==> config.mk <==
export PLATFORM = sky130hd
export DESIGN_NAME = json_token_lexer
export DESIGN_NICKNAME = d
export VERILOG_FILES = /design/src/design/jtl_pkg.sv /design/src/design/json_token_lexer.sv
export VERILOG_INCLUDE_DIRS = /design/src /design/src/design
export SDC_FILE = /design/constraint.sdc
export NUM_CORES = 1
export LEC_CHECK = 0
export ABC_CLOCK_PERIOD_IN_PS = 4300
export BUFFER_PORTS_ARGS = -buffer_cell sky130_fd_sc_hd__buf_2
export CORE_AREA = 2 2 132 134
export CTS_CLUSTER_SIZE = 16
export DETAILED_ROUTE_END_ITERATION = 7
export DIE_AREA = 0 0 134 136
export GPL_TIMING_DRIVEN = 0
export PLACE_DENSITY = 0.75
export SYNTH_ARGS = -nofsm -noshare
export SYNTH_HDL_FRONTEND = slang
export SYNTH_SLANG_ARGS = --single-unit
==> constraint.sdc <==
create_clock -name clk -period 4.3 [get_ports clk]
set_input_delay 0.645 -clock clk [delete_from_list [all_inputs] [get_ports clk]]
set_output_delay 0.645 -clock clk [all_outputs]
set_load 0.05 [all_outputs]
==> src/design/json_token_lexer_defines.svh <==
// ----------------------------------------------------------------------------
// json_token_lexer_defines: assertion macros for the JSON token lexer
// Same-cycle and next-cycle implication checks clocked on clk, off in reset.
// ----------------------------------------------------------------------------
`ifndef JSON_TOKEN_LEXER_DEFINES_SVH
`define JSON_TOKEN_LEXER_DEFINES_SVH

// check cons in the same cycle as ante
`define JTL_ASSERT_NOW(label, ante, cons, msg) \
  label: assert property (@(posedge clk) disable iff (rst) (ante) |-> (cons)) \
    else $error(msg);

// check cons in the cycle after ante
`define JTL_ASSERT_NEXT(label, ante, cons, msg) \
  label: assert property (@(posedge clk) disable iff (rst) (ante) |=> (cons)) \
    else $error(msg);

`endif

==> src/design/jtl_pkg.sv <==
// ----------------------------------------------------------------------------
// jtl_pkg: types and constants of the JSON token lexer
// Token kind codes, register indexes and the result record.
// ----------------------------------------------------------------------------
`default_nettype none

package jtl_pkg;

  localparam logic [3:0] KIND_LBRACE = 4'd0;
  localparam logic [3:0] KIND_RBRACE = 4'd1;
  localparam logic [3:0] KIND_LBRACK = 4'd2;
  localparam logic [3:0] KIND_RBRACK = 4'd3;
  localparam logic [3:0] KIND_COMMA  = 4'd4;
  localparam logic [3:0] KIND_COLON  = 4'd5;
  localparam logic [3:0] KIND_STRING = 4'd6;
  localparam logic [3:0] KIND_NUMBER = 4'd7;
  localparam logic [3:0] KIND_IDENT  = 4'd8;
  localparam logic [3:0] KIND_ERROR  = 4'd9;
  localparam logic [3:0] KIND_END    = 4'd10;

  localparam logic REG_QUOTE_FIRST  = 1'b0;
  localparam logic REG_QUOTE_SECOND = 1'b1;

  localparam logic [7:0] QUOTE_FIRST_RESET  = 8'd34;
  localparam logic [7:0] QUOTE_SECOND_RESET = 8'd39;

  localparam logic [7:0] CHAR_DOT   = 8'h2E;
  localparam logic [7:0] CHAR_UNDER = 8'h5F;
  localparam logic [7:0] CHAR_SPACE = 8'h20;
  localparam logic [7:0] CHAR_TAB   = 8'h09;
  localparam logic [7:0] CHAR_CR    = 8'h0D;
  localparam logic [7:0] CHAR_LF    = 8'h0A;
  localparam logic [7:0] CHAR_NUL   = 8'h00;

  localparam int FIFO_DEPTH = 4;

  typedef struct packed {
    logic [3:0]  kind;
    logic        has;
    logic [7:0]  ch;
    logic        first;
    logic        fin;
    logic [15:0] pos;
    logic        last;
  } result_t;

endpackage

`default_nettype wire

==> src/design/json_token_lexer.sv <==
// Each text byte is registered in the input stage, its results in the result queue.
// Throughput: one text byte per cycle; a byte that ends a number or identifier and
// opens a non-string token gives two results, which leave one per ready cycle via
// a four-entry result queue that holds the input stage while it lacks two slots.
// Reset (rst, synchronous): lexer idle, position zero, queue empty, quotes 34/39.
// ----------------------------------------------------------------------------
// json_token_lexer: streaming JSON tokeniser
// Classifies one registered text byte per cycle against the lexer mode, while
// the queue has two free slots, and queues the resulting token transactions.
// ----------------------------------------------------------------------------
`default_nettype none
`include "json_token_lexer_defines.svh"

module json_token_lexer
  import jtl_pkg::*;
#(
  parameter int POSITION_BITS = 16
) (
  input  wire logic        clk,
  input  wire logic        rst,
  input  wire logic        cfg_write,
  input  wire logic        cfg_index,
  input  wire logic [7:0]  cfg_data,
  input  wire logic        s_axis_tvalid,
  output logic             s_axis_tready,
  input  wire logic [7:0]  s_axis_tdata,   // [7:0] text_byte
  input  wire logic        s_axis_tlast,   // end_of_text
  output logic             m_axis_tvalid,
  input  wire logic        m_axis_tready,
  output logic [31:0]      m_axis_tdata,   // [7:0] token_char, [8] token_first,
                                           // [9] token_end, [25:10] text_position
  output logic [7:0]       m_axis_tuser,   // [3:0] token_kind, [4] has_byte
  output logic             m_axis_tlast    // last
);

  typedef enum logic [2:0] {
    MODE_IDLE,
    MODE_STRING,
    MODE_NUMBER,
    MODE_IDENT,
    MODE_ERROR
  } mode_t;

  localparam int PTR_BITS = $clog2(FIFO_DEPTH);
  localparam int CNT_BITS = $clog2(FIFO_DEPTH + 1);

  logic [7:0] quote_first;
  logic [7:0] quote_second;

  logic       in_valid;
  logic [7:0] in_byte;
  logic       in_eot;

  mode_t                    mode, mode_next;
  logic [7:0]               closing_quote, closing_quote_next;
  logic                     first_pending, first_pending_next;
  logic [POSITION_BITS-1:0] byte_count, byte_count_next, byte_count_inc;

  result_t             fifo [FIFO_DEPTH];
  logic [PTR_BITS-1:0] rd_ptr, wr_ptr;
  logic [CNT_BITS-1:0] count;

  logic          eot, fire, pop;
  logic [1:0]    push_n;
  result_t       res0, res1;
  logic [31:0]   pos_wide;
  logic [15:0]   pos_now;
  logic          is_space, is_digit, is_letter, is_quote, is_punct;
  logic [3:0]    punct_kind;
  logic          st_emit;
  result_t       st_res;
  mode_t         st_mode;
  logic          st_string;
  logic          st_token;

  assign eot  = in_eot || (in_byte == CHAR_NUL);
  assign fire = in_valid && (count <= CNT_BITS'(FIFO_DEPTH - 2));
  assign pop  = m_axis_tvalid && m_axis_tready;

  assign s_axis_tready = !in_valid || fire;

  assign byte_count_inc = (byte_count == {POSITION_BITS{1'b1}}) ? byte_count
                          : byte_count + POSITION_BITS'(1);
  assign pos_wide = eot ? 32'(byte_count) : 32'(byte_count_inc);
  assign pos_now  = pos_wide[15:0];

  // classify the held byte
  always_comb begin
    is_space  = (in_byte == CHAR_SPACE) || (in_byte == CHAR_TAB) ||
                (in_byte == CHAR_CR) || (in_byte == CHAR_LF);
    is_digit  = (in_byte >= 8'h30) && (in_byte <= 8'h39);
    is_letter = ((in_byte >= 8'h41) && (in_byte <= 8'h5A)) ||
                ((in_byte >= 8'h61) && (in_byte <= 8'h7A)) || (in_byte == CHAR_UNDER);
    is_quote  = (in_byte == quote_first) || (in_byte == quote_second);
    is_punct  = 1'b1;
    case (in_byte)
      8'h7B: punct_kind = KIND_LBRACE;
      8'h7D: punct_kind = KIND_RBRACE;
      8'h5B: punct_kind = KIND_LBRACK;
      8'h5D: punct_kind = KIND_RBRACK;
      8'h2C: punct_kind = KIND_COMMA;
      8'h3A: punct_kind = KIND_COLON;
      default: begin
        punct_kind = KIND_ERROR;
        is_punct   = 1'b0;
      end
    endcase
  end

  // token start from idle
  always_comb begin
    st_emit   = 1'b0;
    st_mode   = MODE_IDLE;
    st_string = 1'b0;
    st_token  = 1'b0;
    st_res    = '{kind: KIND_ERROR, has: 1'b1, ch: in_byte, first: 1'b1, fin: 1'b1,
                  pos: pos_now, last: 1'b0};
    if (is_space) begin
      st_mode = MODE_IDLE;
    end else if (is_punct) begin
      st_emit     = 1'b1;
      st_res.kind = punct_kind;
    end else if (is_quote) begin
      st_mode   = MODE_STRING;
      st_string = 1'b1;
    end else if (is_digit) begin
      st_emit     = 1'b1;
      st_mode     = MODE_NUMBER;
      st_token    = 1'b1;
      st_res.kind = KIND_NUMBER;
      st_res.fin  = 1'b0;
    end else if (is_letter) begin
      st_emit     = 1'b1;
      st_mode     = MODE_IDENT;
      st_token    = 1'b1;
      st_res.kind = KIND_IDENT;
      st_res.fin  = 1'b0;
    end else begin
      st_emit = 1'b1;
      st_mode = MODE_ERROR;
    end
  end

  // lexer step
  always_comb begin
    mode_next          = mode;
    closing_quote_next = closing_quote;
    first_pending_next = first_pending;
    byte_count_next    = byte_count;
    push_n             = 2'd0;
    res0 = '{kind: KIND_END, has: 1'b0, ch: 8'h00, first: 1'b0, fin: 1'b1,
             pos: pos_now, last: 1'b0};
    res1 = res0;
    if (eot) begin
      byte_count_next    = '0;
      mode_next          = MODE_IDLE;
      first_pending_next = 1'b0;
      case (mode)
        MODE_STRING: begin
          res0.kind  = KIND_STRING;
          res0.first = first_pending;
          push_n     = 2'd1;
        end
        MODE_NUMBER: begin
          res0.kind = KIND_NUMBER;
          push_n    = 2'd1;
        end
        MODE_IDENT: begin
          res0.kind = KIND_IDENT;
          push_n    = 2'd1;
        end
        default: push_n = 2'd0;
      endcase
      if (push_n == 2'd1) begin
        res1.first = 1'b1;
        res1.last  = 1'b1;
        push_n     = 2'd2;
      end else begin
        res0.first = 1'b1;
        res0.last  = 1'b1;
        push_n     = 2'd1;
      end
    end else begin
      byte_count_next = byte_count_inc;
      case (mode)
        MODE_STRING: begin
          res0.kind  = KIND_STRING;
          res0.first = first_pending;
          res0.last  = 1'b1;
          push_n     = 2'd1;
          if (in_byte == closing_quote) begin
            mode_next = MODE_IDLE;
          end else begin
            res0.has = 1'b1;
            res0.ch  = in_byte;
            res0.fin = 1'b0;
          end
          first_pending_next = 1'b0;
        end
        MODE_NUMBER, MODE_IDENT: begin
          res0.kind = (mode == MODE_NUMBER) ? KIND_NUMBER : KIND_IDENT;
          push_n    = 2'd1;
          if (is_digit || ((mode == MODE_NUMBER) && (in_byte == CHAR_DOT)) ||
              ((mode == MODE_IDENT) && is_letter)) begin
            res0.has  = 1'b1;
            res0.ch   = in_byte;
            res0.fin  = 1'b0;
            res0.last = 1'b1;
          end else begin
            mode_next = st_mode;
            if (st_string) begin
              closing_quote_next = in_byte;
              first_pending_next = 1'b1;
            end else if (st_token) begin
              first_pending_next = 1'b0;
            end
            if (st_emit) begin
              res1      = st_res;
              res1.last = 1'b1;
              push_n    = 2'd2;
            end else begin
              res0.last = 1'b1;
            end
          end
        end
        MODE_ERROR: push_n = 2'd0;
        default: begin
          mode_next = st_mode;
          if (st_string) begin
            closing_quote_next = in_byte;
            first_pending_next = 1'b1;
          end else if (st_token) begin
            first_pending_next = 1'b0;
          end
          res0      = st_res;
          res0.last = 1'b1;
          push_n    = st_emit ? 2'd1 : 2'd0;
        end
      endcase
    end
  end

  always_ff @(posedge clk) begin
    if (rst) begin
      quote_first  <= QUOTE_FIRST_RESET;
      quote_second <= QUOTE_SECOND_RESET;
    end else if (cfg_write) begin
      if (cfg_index == REG_QUOTE_FIRST) begin
        quote_first <= cfg_data;
      end else begin
        quote_second <= cfg_data;
      end
    end
  end

  always_ff @(posedge clk) begin
    if (s_axis_tvalid && s_axis_tready) begin
      in_byte <= s_axis_tdata;
      in_eot  <= s_axis_tlast;
    end
    if (rst) begin
      in_valid <= 1'b0;
    end else if (s_axis_tvalid && s_axis_tready) begin
      in_valid <= 1'b1;
    end else if (fire) begin
      in_valid <= 1'b0;
    end
  end

  always_ff @(posedge clk) begin
    if (rst) begin
      mode          <= MODE_IDLE;
      closing_quote <= 8'h00;
      first_pending <= 1'b0;
      byte_count    <= '0;
    end else if (fire) begin
      mode          <= mode_next;
      closing_quote <= closing_quote_next;
      first_pending <= first_pending_next;
      byte_count    <= byte_count_next;
    end
  end

  always_ff @(posedge clk) begin
    if (fire && (push_n != 2'd0)) begin
      fifo[wr_ptr] <= res0;
    end
    if (fire && (push_n == 2'd2)) begin
      fifo[wr_ptr + PTR_BITS'(1)] <= res1;
    end
    if (rst) begin
      wr_ptr <= '0;
      rd_ptr <= '0;
      count  <= '0;
    end else begin
      if (fire) begin
        wr_ptr <= wr_ptr + PTR_BITS'(push_n);
      end
      if (pop) begin
        rd_ptr <= rd_ptr + PTR_BITS'(1);
      end
      count <= count + (fire ? CNT_BITS'(push_n) : CNT_BITS'(0)) - CNT_BITS'(pop);
    end
  end

  assign m_axis_tvalid = (count != '0);
  assign m_axis_tdata  = {6'd0, fifo[rd_ptr].pos, fifo[rd_ptr].fin,
                          fifo[rd_ptr].first, fifo[rd_ptr].ch};
  assign m_axis_tuser  = {3'd0, fifo[rd_ptr].has, fifo[rd_ptr].kind};
  assign m_axis_tlast  = fifo[rd_ptr].last;

  `JTL_ASSERT_NOW(a_queue_bound, 1'b1, count <= CNT_BITS'(FIFO_DEPTH),
    "result queue overfilled")
  `JTL_ASSERT_NEXT(a_eot_clears, fire && eot, byte_count == '0 && mode == MODE_IDLE,
    "end of text did not clear the lexer")
  `JTL_ASSERT_NOW(a_end_is_last, m_axis_tvalid && (m_axis_tuser[3:0] == KIND_END),
    m_axis_tlast && m_axis_tdata[8] && m_axis_tdata[9] && !m_axis_tuser[4],
    "end marker malformed")
  `JTL_ASSERT_NEXT(a_error_silent, fire && !eot && (mode == MODE_ERROR),
    count <= $past(count), "result produced in error mode")

endmodule

`default_nettype wire

Word-level counts from Yosys, hierarchy flattened

Memories as Yosys holds them, arrays and structs flattened. A register that Yosys moved wholly into a read port is not among the register bits.
Index checks and enable logic that the tools add are counted.

Input bits: 23
Memories: 1
Output and inout bits: 43
Register bits after elaboration: 61
Logic and storage cells: 178
RAM bits: 128

Memories:

| name | depth | width | read ports | clocked after memory_dff | write ports | RTL line               | text |
|---|---|---|---|---|---|---|---|
| fifo | 4     | 32    | 1          | 1                        | 2           | json_token_lexer.sv:59 | `result_t fifo [FIFO_DEPTH];` |

Reduce and logical (&&, ||, !) cells: 35
Equality and inequality tests: 26
Bitwise logic cells: 3
Order comparisons: 7
Multiplexer cells: 88
Add/sub/neg operators: 6

Operators with widths:

| cell                                                              | count |
|---|---|
| two-way mux 32 bit                                                | 3 |
| two-way mux 16 bit                                                | 3 |
| two-way mux 1 bit                                                 | 42 |
| == test 8 x 7 -> 1 bit, second input constant                     | 5 |
| case mux 13 bit (3 select lines)                                  | 1 |
| two-way mux 17 bit                                                | 2 |
| == test 8 x 6 -> 1 bit, second input constant                     | 4 |
| two-way mux 9 bit                                                 | 3 |
| == test 8 x 4 -> 1 bit, second input constant                     | 3 |
| == test 8 bit                                                     | 3 |
| two-way mux 3 bit                                                 | 8 |
| two-way mux 4 bit                                                 | 6 |
| case mux 4 bit (6 select lines)                                   | 1 |
| adder 16 x 1 -> 16 bit, second input constant                     | 1 |
| == test 16 bit, second input constant                             | 1 |
| greater-or-equal comparator 8 x 7 -> 1 bit, second input constant | 2 |
| <= comparator 8 x 7 -> 1 bit, second input constant               | 2 |
| two-way mux 2 bit                                                 | 8 |
| two-way mux 8 bit                                                 | 2 |
| case mux 8 bit (2 select lines)                                   | 1 |
| two-way mux 13 bit                                                | 1 |
| case mux 4 bit (3 select lines)                                   | 1 |
| logical AND 1 bit                                                 | 10 |
| logical OR 1 bit                                                  | 10 |
| other kinds (29)                                                  | 42 |

Logic depth before layout (Yosys ltp)

Word-level depth: 14
Gate-level depth with buffers: 16
Mapped depth without buffers: 14

Worst setup path after synthesis

No wires, ideal clock.

Path type: flip-flop to flip-flop
From: register in_byte[7]
To: memory fifo[1][0] (netlist name) (enable)
Required time: 3.834 ns
Setup slack: -0.335 ns
Library setup time: 0.466 ns
Period minus slack after synthesis: 4.635 ns
Arrival time: 4.169 ns
Buffers on the path: 0
Stages on the path, launching flop included: 8
Cells stage by stage: edfxtp_1 nor3b_2 a32oi_1 o22a_1 a21o_1 maj3_1 and2_1 o21ai_0

RTL lines:

| element                  | RTL line                | text |
|---|---|---|
| start: declaration       | json_token_lexer.sv:51  | `logic [7:0] in_byte;` |
| start signal: assignment | json_token_lexer.sv:258 | `in_byte <= s_axis_tdata;` |
| end: declaration         | json_token_lexer.sv:59  |  |

Worst setup path after layout

From: register in_byte[7]
To: register count[2]

Cells in the longest elaborated chain, start to end: 12
Elaborated cells on any way between the ends: 48
Classes of those cells: add/sub: 2; order compare: 6; eq/ne: 14; mux: 10; reduce/logical: 16

RTL lines:

| element                                                     | RTL line                                         | text |
|---|---|---|
| == test 8 x 6 -> 1 bit (tied with other cells)              | json_token_lexer.sv:96                           | `case (in_byte)` |
| OR reduction 6 bit (no source line) (tied with other cells) | n/a                                              |  |
| two-way mux 1 bit (tied with other cells)                   | json_token_lexer.sv:96                           |  |
| two-way mux 1 bit (tied with other cells)                   | json_token_lexer.sv:120                          | `end else if (is_punct) begin` |
| two-way mux 1 bit or logical AND 1 bit (tied branches)      | json_token_lexer.sv:118, json_token_lexer.sv:204 |  |
| two-way mux 2 bit or logical OR 1 bit (tied branches)       | json_token_lexer.sv:217, json_token_lexer.sv:203 |  |
| two-way mux 2 bit                                           | json_token_lexer.sv:203                          | `if (is_digit \|\| ((mode == MODE_NUMBER) && (in_byte == CHAR_DOT)) \|\|` |
| case mux 2 bit (3 select lines)                             | json_token_lexer.sv:185                          | `case (mode)` |
| two-way mux 2 bit (*)                                       | json_token_lexer.sv:154                          | `if (eot) begin` |
| two-way mux 2 bit (*)                                       | json_token_lexer.sv:302                          | `count <= count + (fire ? CNT_BITS'(push_n) : CNT_BITS'(0)) - CNT_BITS'(pop);` |
| adder 3 x 2 -> 3 bit (*)                                    | json_token_lexer.sv:302                          |  |
| subtractor 3 x 1 -> 3 bit (*)                               | json_token_lexer.sv:302                          |  |
| end signal: assignment                                      | json_token_lexer.sv:302                          |  |
| end: declaration                                            | json_token_lexer.sv:61                           | `logic [CNT_BITS-1:0] count;` |

Every way passes the cells marked *; elsewhere a longest branch is shown, timed or not.
A chain may end at the register's enable or synchronous reset.

==> results.json <==
{
  "most_common_cell_after_layout_fill_and_taps_aside": "edfxtp_1",
  "tritoncts_clock_tree": "done",
  "min_path_cells": 1,
  "run_status": "complete, no violations",
  "endpoint": "count[2]",
  "finalPower_mw": 5.20,
  "synth_enable_flop_cells": 137,
  "syn_inst": 746,
  "rsz0062_at_grt": "false",
  "avgSynthCellArea_um2": 12.1,
  "worst_slew_margin_rel_pct": 33.8,
  "finalHoldViolations": 0,
  "layout.cell_area.non_filler_um2": 10400,
  "portBuffers": 56,
  "drt_first_pass_iters": 6,
  "fin_ws_ns": 0.266,
  "cpPeakStageDelay_ns": 0.44,
  "cts_made_buffers": 17,
  "grt_pass1_vias": 5735,
  "clock_tree.buffer_depth": 2,
  "placed_area_um2": 9790,
  "power.share.switching_pct": 33.5,
  "syn_to_final_growth_pct": 14.9,
  "totalNegativeSetupSlack_ns": 0,
  "async_flop_share_pct": 0,
  "cts_root_buffer": "clkbuf_16",
  "combPwrFrac_pct": 28.0,
  "via_to_cell_ratio": 5.72,
  "first_pass_grt_wire_length_mm": 30.1,
  "min-delay-path-class": "input port to flop",
  "ys_seq_elements": 191,
  "layout.cells.most_common_list": "edfxtp_1, nand2_1, buf_2, dfxtp_1, nor2_1",
  "timing.reg2reg.setup_slack_ns": 0.27,
  "cts.htree.levels": 4,
  "final.setup_skew_ns": 0.0180,
  "yosysWarningCount": 0,
  "cellPowerDensity_nw_per_um2": 501,
  "clock_sink_count": 191,
  "cts_setup_buffers": 0,
  "whs_ns": 0.377,
  "crit_arrival_ns": 4.34,
  "peakVddDrop_mv": 0.300,
  "largest_net_degree_at_the_start_of_global_routing": 25,
  "syn_area_um2": 9050,
  "clk_pin_slew_ns": 0.07,
  "ant_nets": 0,
  "drt-initial-drc-count": 677,
  "nets": 860,
  "pre_cts_slack_ns": 0.154,
  "worst_setup_path_end_kind": "flop",
  "max_cap_viol_count": 0,
  "design.core.area_um2": 16900,
  "r2r_end": "count[2]",
  "gpl.final_weighted_congestion": 0.895,
  "grt_antenna_before_repair": 0,
  "fp.dieH_um": 136,
  "detailedPlacementHpwl_mm": 13.0,
  "power.leakage_nw": 3.59,
  "period_minus_slack_ns": 4.03,
  "cp_class": "flop to flop",
  "synth_cell_type_count": 71,
  "layout_worst_path_cycle_share_pct": 93.8,
  "sequential_power_share_pct": 41.4,
  "final-max-slew-violation-count": 0,
  "synth_top_flop_cell": "edfxtp_1",
  "timing.fmax_mhz": 248,
  "worst_path_most_repeated_cell": "ha_1",
  "switchingPower_mw": 1.75,
  "crit_path_cells": "nor3b_2, a32oi_1, o22a_1, a21o_1, maj3_1, and2_1, or3_1, ha_1, inv_1, ha_1, fa_1, xor2_1, xnor2_1, nor2_1",
  "gr-usage-all-layers_pct": 21.7,
  "cp.required_ns": 4.61,
  "r2r_cells": 14,
  "worstReg2RegStart": "in_byte[7]",
  "floorplan.io_pins": 66,
  "setup-violations-final": 0,
  "detail_route.drc_violations": 0,
  "p_clk_share_pct": 30.6,
  "clock_insertion_delay_worst_skew_ns": 0.45,
  "globalRoute.totalOverflow": 0,
  "antennaDiodeCount": 0,
  "synth-seq-area-share_pct": 57.4,
  "num_vias": 6108,
  "layout.filler_cells": 1296,
  "max_slew.worst_pin.slew_ns": 0.989,
  "cellInternalPower_mw": 3.46,
  "final_layout_size_suffix_gt1_share_pct": 19.7,
  "crit_path_start_kind": "flop",
  "cp_max_fo": 6,
  "crit_slowest_cell": "or3_1",
  "rows": 48,
  "die_w_um": 134,
  "timing.critical_path.from": "in_byte[7]",
  "wl_per_cell_um": 17.5,
  "wl_mm": 18.7,
  "die_area_um2": 18200,
  "floorplan.initialDensity_pct": 53.6
}
-- critical path, delay by kind of cell, from the launching register on --
family	cells	cell delay, ns
buffers and inverters	1	0.04
XOR/XNOR	2	0.34
AO/OA/AOI/OAI	3	0.72
AND/OR/NAND/NOR	4	1.19
adder cells (fa/ha/maj)	4	1.20
flip-flops	1	0.42
-- how the worst min path moves through the flow --
stage	from	end	slack (ns)
2_1_floorplan	first_pending	first_pending	0.43
3_3_place_gp	quote_first[4]	quote_first[4]	0.46
3_5_place_dp	quote_first[2]	quote_first[2]	0.46
4_1_cts	s_axis_tdata[1]	in_byte[1]	0.36
5_1_grt	s_axis_tdata[2]	in_byte[2]	0.36
6_report	s_axis_tdata[2]	in_byte[2]	0.38
-- power groups by stage --
stage	clock [mW]	sequential [mW]	combinational (mW)
CTS	1.61	2.16	1.47
global route	1.69	2.17	1.56
finish	1.59	2.16	1.46
global placement	0	2.21	1.44
floorplan	0	2.19	1.15
detailed placement	0	2.20	1.46
-- flip-flops by register name (all words and copies together), names as in the netlist, named ones only --
signal	flops
in_eot	1
mode	3
rd_ptr	2
byte_count	16
first_pending	1
count	3
in_valid	1
quote_second	8
wr_ptr	2
quote_first	8
closing_quote	8
in_byte	8
fifo	128
-- area by class of cell --
type                    instances  area (µm²)  share of cell area, %
flip-flops and latches        191        5190                   50.0
multi-input cells             493        3600                   34.7
clock buffers                  17         425                   4.09
repair buffers                 60         383                   3.68
well taps                     225         282                   2.71
plain buffers                  53         275                   2.65
clock inverters                14         171                   1.65
inverters                      15        56.3                  0.542
-- metal layers --
metal	up-vias	wire, µm	track usage, %	share of wire (%)
li1	2923	-	-	-
met1	2940	8510	30.9	45
met2	225	8820	33.6	47
met3	20	1140	4.44	6.1
met4	0	243	7.09	1.3
met5	-	0	0	0
-- repair_timing --
action                     in CTS  in global routing
hold buffers                    0                  0
gates resized for setup         0                  6
setup endpoints to repair       0                  2
hold endpoints to repair        0                  0
-- metrics by stage --
| step | std cells | utilization, % |
|---|---|---|
| 2_1_floorplan | 754 | - |
| 5_1_grt | 1068 | 61.6 |
| 3_5_place_dp | 1039 | 58.0 |
| 3_3_place_gp | 1035 | 57.1 |
| 4_1_cts | 1070 | 61.5 |
| 6_report | 1068 | 61.6 |
-- logic make-up (layout without fill, tap and decap cells) --
logic type | after synthesis | in the layout | share of synthesized area, %
AO/OA/AOI/OAI | 114 | 114 | 7.94
adder cells (fa/ha/maj) | 7 | 7 | 1.02
multiplexers | 57 | 57 | 10.9
flip-flops | 191 | 191 | 57.4
XOR/XNOR | 39 | 39 | 3.78
buffers and inverters | 70 | 159 | 3.72
other | 1 | 9 | 0.0414
AND/OR/NAND/NOR | 267 | 267 | 15.2
-- cell usage after synthesis, drive strengths merged (15+ instances only) --
cell type / count / area (µm²)
o21ai: 22 / 110
xnor2: 24 / 210
buf: 26 / 171
nor2: 46 / 175
nand2: 65 / 244
nand3: 40 / 200
clkbuf: 29 / 109
mux2i: 17 / 170
xor2: 15 / 131
nor3: 16 / 80.1
and2: 39 / 244
edfxtp: 137 / 4110
dfxtp: 54 / 1080
inv: 15 / 56.3
a21oi: 39 / 195
mux4: 32 / 721
(Power assumes the default switching activity.)
